===== config.mk =====
export PLATFORM = sky130hd
export DESIGN_NAME = crc_chk_crc_byte
export DESIGN_NICKNAME = d
export VERILOG_FILES = /design/src/crc_chk_pkg.sv /design/src/crc_chk_crc_byte.sv
export SDC_FILE = /design/constraint.sdc
export NUM_CORES = 1
export LEC_CHECK = 0
export ABC_CLOCK_PERIOD_IN_PS = 2100
export BUFFER_PORTS_ARGS = -buffer_cell sky130_fd_sc_hd__buf_2
export CAP_MARGIN = 40
export CORE_ASPECT_RATIO = 0.8
export CORE_MARGIN = 1
export CORE_UTILIZATION = 45
export DETAILED_ROUTE_END_ITERATION = 7
export GPL_TIMING_DRIVEN = 0
export MAX_ROUTING_LAYER = met4
export PLACE_DENSITY = 0.95
export SYNTH_ARGS = -nofsm -noshare
export SYNTH_HDL_FRONTEND = slang
export SYNTH_SLANG_ARGS = --single-unit

===== constraint.sdc =====
create_clock -name vclk -period 2.1
set_input_delay 0.21 -clock vclk [all_inputs]
set_output_delay 0.21 -clock vclk [all_outputs]
set_load 0.1 [all_outputs]

===== src/crc_chk_pkg.sv =====
`timescale 1ns / 1ps
package crc_chk_pkg;

  typedef enum logic [1:0] {
    STATUS_OK           = 2'd0,
    STATUS_BAD_MAGIC    = 2'd1,
    STATUS_BAD_VERSION  = 2'd2,
    STATUS_CRC_MISMATCH = 2'd3
  } status_t;

  typedef logic [5:0] pos_t;

  localparam logic [31:0] CRC_POLY     = 32'hEDB88320;
  localparam logic [31:0] CRC_INIT     = 32'hFFFFFFFF;
  localparam logic [7:0]  MAGIC_FIRST  = 8'h43;
  localparam logic [7:0]  MAGIC_SECOND = 8'h42;

  localparam pos_t PAYLOAD_LEN = 6'd48;
  localparam pos_t TOTAL_LEN   = 6'd52;
  localparam pos_t LAST_POS    = 6'd51;
  localparam pos_t HEADER_LEN  = 6'd3;
  localparam pos_t NAME_FIRST  = 6'd4;
  localparam pos_t NAME_END    = 6'd24;
  localparam pos_t VALUE_FIRST = 6'd24;

  localparam int NAME_LEN   = 20;
  localparam int VALUE_LEN  = 24;

endpackage


===== src/crc_chk_crc_byte.sv =====
`timescale 1ns / 1ps
module crc_chk_crc_byte
  import crc_chk_pkg::*;
(
  input  logic [31:0] crc_in,
  input  logic [7:0]  data,
  output logic [31:0] crc_out
);

  always_comb begin
    logic [31:0] c;
    c = crc_in ^ {24'd0, data};
    for (int k = 0; k < 8; k++) begin
      if (c[0]) begin
        c = (c >> 1) ^ CRC_POLY;
      end else begin
        c = c >> 1;
      end
    end
    crc_out = c;
  end

endmodule


# == After elaboration in Yosys (flattened, before gate mapping) ==
# Cells that the tools add are included.
# word_totals
regBits,0
input_bits,40
word_cells,17
# op_classes
bitwise,9
mux,8
# ops
op,n
$mux 32,8
$not 13->14,8
$xor 32x8->32,1

# == Logic depth before layout (Yosys ltp) ==
# depth
ltp_word,17
depth_mapped,4
mapped_depth_nobuf,4

# == Worst setup path after synthesis ==
# Ideal clock, no wire load.
# synth_path
path_type,input -> output
startpoint,input port data[7]
endpoint,output port crc_out[29]
cell_stages,4
arrival_ps,2752
path_slack_ps,-862
required_time_ps,1890
path_cell_list,xnor2_2 > xnor2_2 > inv_2 > xnor2_1
# synth_between
elab_chain_len,10
# synth_rtl
item,line_no,source
from (decl),crc_chk_crc_byte.sv:6,"input logic [7:0] data,"
$xor 32x8->32 *,crc_chk_crc_byte.sv:12,"c = crc_in ^ {24'd0, data};"
$mux 32 *,crc_chk_crc_byte.sv:14,if (c[0]) begin
$not 13->14 (no source line),--,
$mux 32 * (7 in a row),crc_chk_crc_byte.sv:14,
to (decl),crc_chk_crc_byte.sv:7,output logic [31:0] crc_out
# Mark *: on every way between the ends. The rest lies on a longest branch, timed or not.

# == Worst setup path in the final report ==
# layout_path
startpoint,input port data[5]
endpoint,output port crc_out[17]
# layout_between
elab_chain_len,9
# layout_rtl
item,line_no
$xor 32x8->32,crc_chk_crc_byte.sv:12
$mux 32 (8 in a row),crc_chk_crc_byte.sv:14
# Every way passes these cells.

==> flow_summary.json <==
{
  "slew_violations": 0,
  "drt-initial-drc-count": 0,
  "detailroute.via_count": 729,
  "worstPathCellList": "buf_2 -> xnor2_4 -> xnor3_2 -> xor3_2 -> buf_4",
  "hold_depth": 3,
  "coreArea_mm2": 0.001944,
  "crit_type": "input port to output pin",
  "max_freq_mhz": 497.8,
  "die_h_um": 43.20,
  "worst_pin_slew_ns": 0.4936,
  "num_io_pins": 72,
  "layout-drive-gt1-share_pct": 76.81,
  "routedWlPerCell_um": 12.50,
  "finalSetupViolations": 0,
  "drtPass1Iterations": 1,
  "post-route-period-util_pct": 95.66,
  "cp_slowest_cell": "xnor3_2",
  "cp.required_ns": 1.89,
  "synth_cells": 64,
  "synthToLayoutAreaGrowth_pct": 60.16,
  "post_synth_num_cell_types": 9,
  "yosysWarningCount": 0,
  "stdcell_count": 162,
  "whs_ns": 0.8574,
  "dieArea_mm2": 0.002311,
  "max_slew_margin_pct": 66.93,
  "cp.arrival_ns": 1.80,
  "grt_max_degree": 8,
  "netlist_area_um2": 954.7,
  "totalWireLength_mm": 2.025,
  "seq_cells": 0,
  "hold_path_class": "input port to output pin",
  "layout.nets": 180,
  "num_rows": 14,
  "path_max_fanout": 7,
  "synth_sequential_area_ratio_pct": 0,
  "drc_errors": 0,
  "synth_mux_area_share_pct": 0,
  "synth-simple-area-share_pct": 0,
  "synth-xor-area-share_pct": 99.61,
  "cp-start-kind": "input port",
  "grt_pass1_wl_mm": 3.077,
  "die_x_um": 53.50,
  "syn_nets": 104,
  "layout_common_cells": "66 x buf_2, 17 x xnor2_2, 13 x xnor2_1",
  "gr-usage-all-layers_pct": 18.75,
  "dp_hpwl_mm": 1.765,
  "synth-adder-area-share_pct": 0,
  "max_stage_delay_ns": 0.46,
  "rsz0062_at_grt": "false",
  "floorplan.initialDensity_pct": 49.10,
  "synth-compound-area-share_pct": 0,
  "placed_cells": 160,
  "hold_violations": 0,
  "period_minus_slack_ns": 2.009,
  "layout_commonest_cell": "buf_2",
  "syn_avg_cell_area_um2": 14.92,
  "cap_violations": 0,
  "seq_area_um2": 0,
  "clock_buffers": 0,
  "routabilityCongestion": 0.7065,
  "postRouteAntennaNets": 0,
  "end_kind": "output pin",
  "synth_top_family_by_area": "XOR/XNOR gates",
  "overflow": 0,
  "port_buffers": 72,
  "grt_pass1_vias": 711,
  "diodes": 0,
  "antenna_found_initial": 0,
  "via_per_inst": 4.500,
  "status": "complete, no violations"
}
-- worst paths after layout --
kind | start | endpoint | slack (ns)
max | data[5] | crc_out[17] | 0.09
min | crc_in[17] | crc_out[9] | 0.86
-- per-layer routing --
metal	GRT usage, %	vias up	wire [um]
met2	36.25	45	1115
li1	-	363	-
met1	22.35	321	745
met4	0	0	0
met3	0.7168	0	164
met5	-	-	0
-- critical path, delay by kind of cell --
family | cells | cell delay (ns)
xor+xnor | 3 | 1.21
buf+inv | 2 | 0.37
-- area by class of cell --
type               count  area (um2)
well taps             24       30.03
multi-input cells     63        1105
fillers              133       415.4
inverters              1       3.754
repair buffers        74       390.4
-- what timing repair did --
| item | in CTS | in global routing |
|---|---|---|
| hold buffers | 0 | 0 |
| resized for setup | 3 | 7 |
| cloned | 0 | 0 |
| endpoints found under the setup margin | 3 | 7 |
| setup buffers | 0 | 2 |
| pin swaps | 0 | 1 |
-- cell usage after synthesis --
cell	instances	area (um2)
xnor3_1	11	247.7
xnor3_2	1	23.77
xor2_1	6	52.55
inv_2	1	3.750
xor3_1	6	142.6
xnor2_4	4	110.1
xor2_2	1	16.27
xnor2_1	26	227.7
xnor2_2	8	130.1
-- logic make-up after synthesis --
group / Yosys count
buf+inv: 1
xor+xnor: 63
-- stage by stage --
step,TNS (ns),utilization (%),setup slack [ns],area (um2)
after floorplan,-2.437,-,-0.4880,1074
after global placement,-0.1050,75.29,-0.09059,1464
after detailed placement,-0.1418,75.29,-0.08519,1464
after CTS,0,75.68,0.003220,1471
after global routing,0,78.64,0.01421,1529
final,0,78.64,0.09124,1529
Power is left out: the tool's default activity adds up to more than one toggle a clock period on the data nets, which glitch-free logic cannot reach.
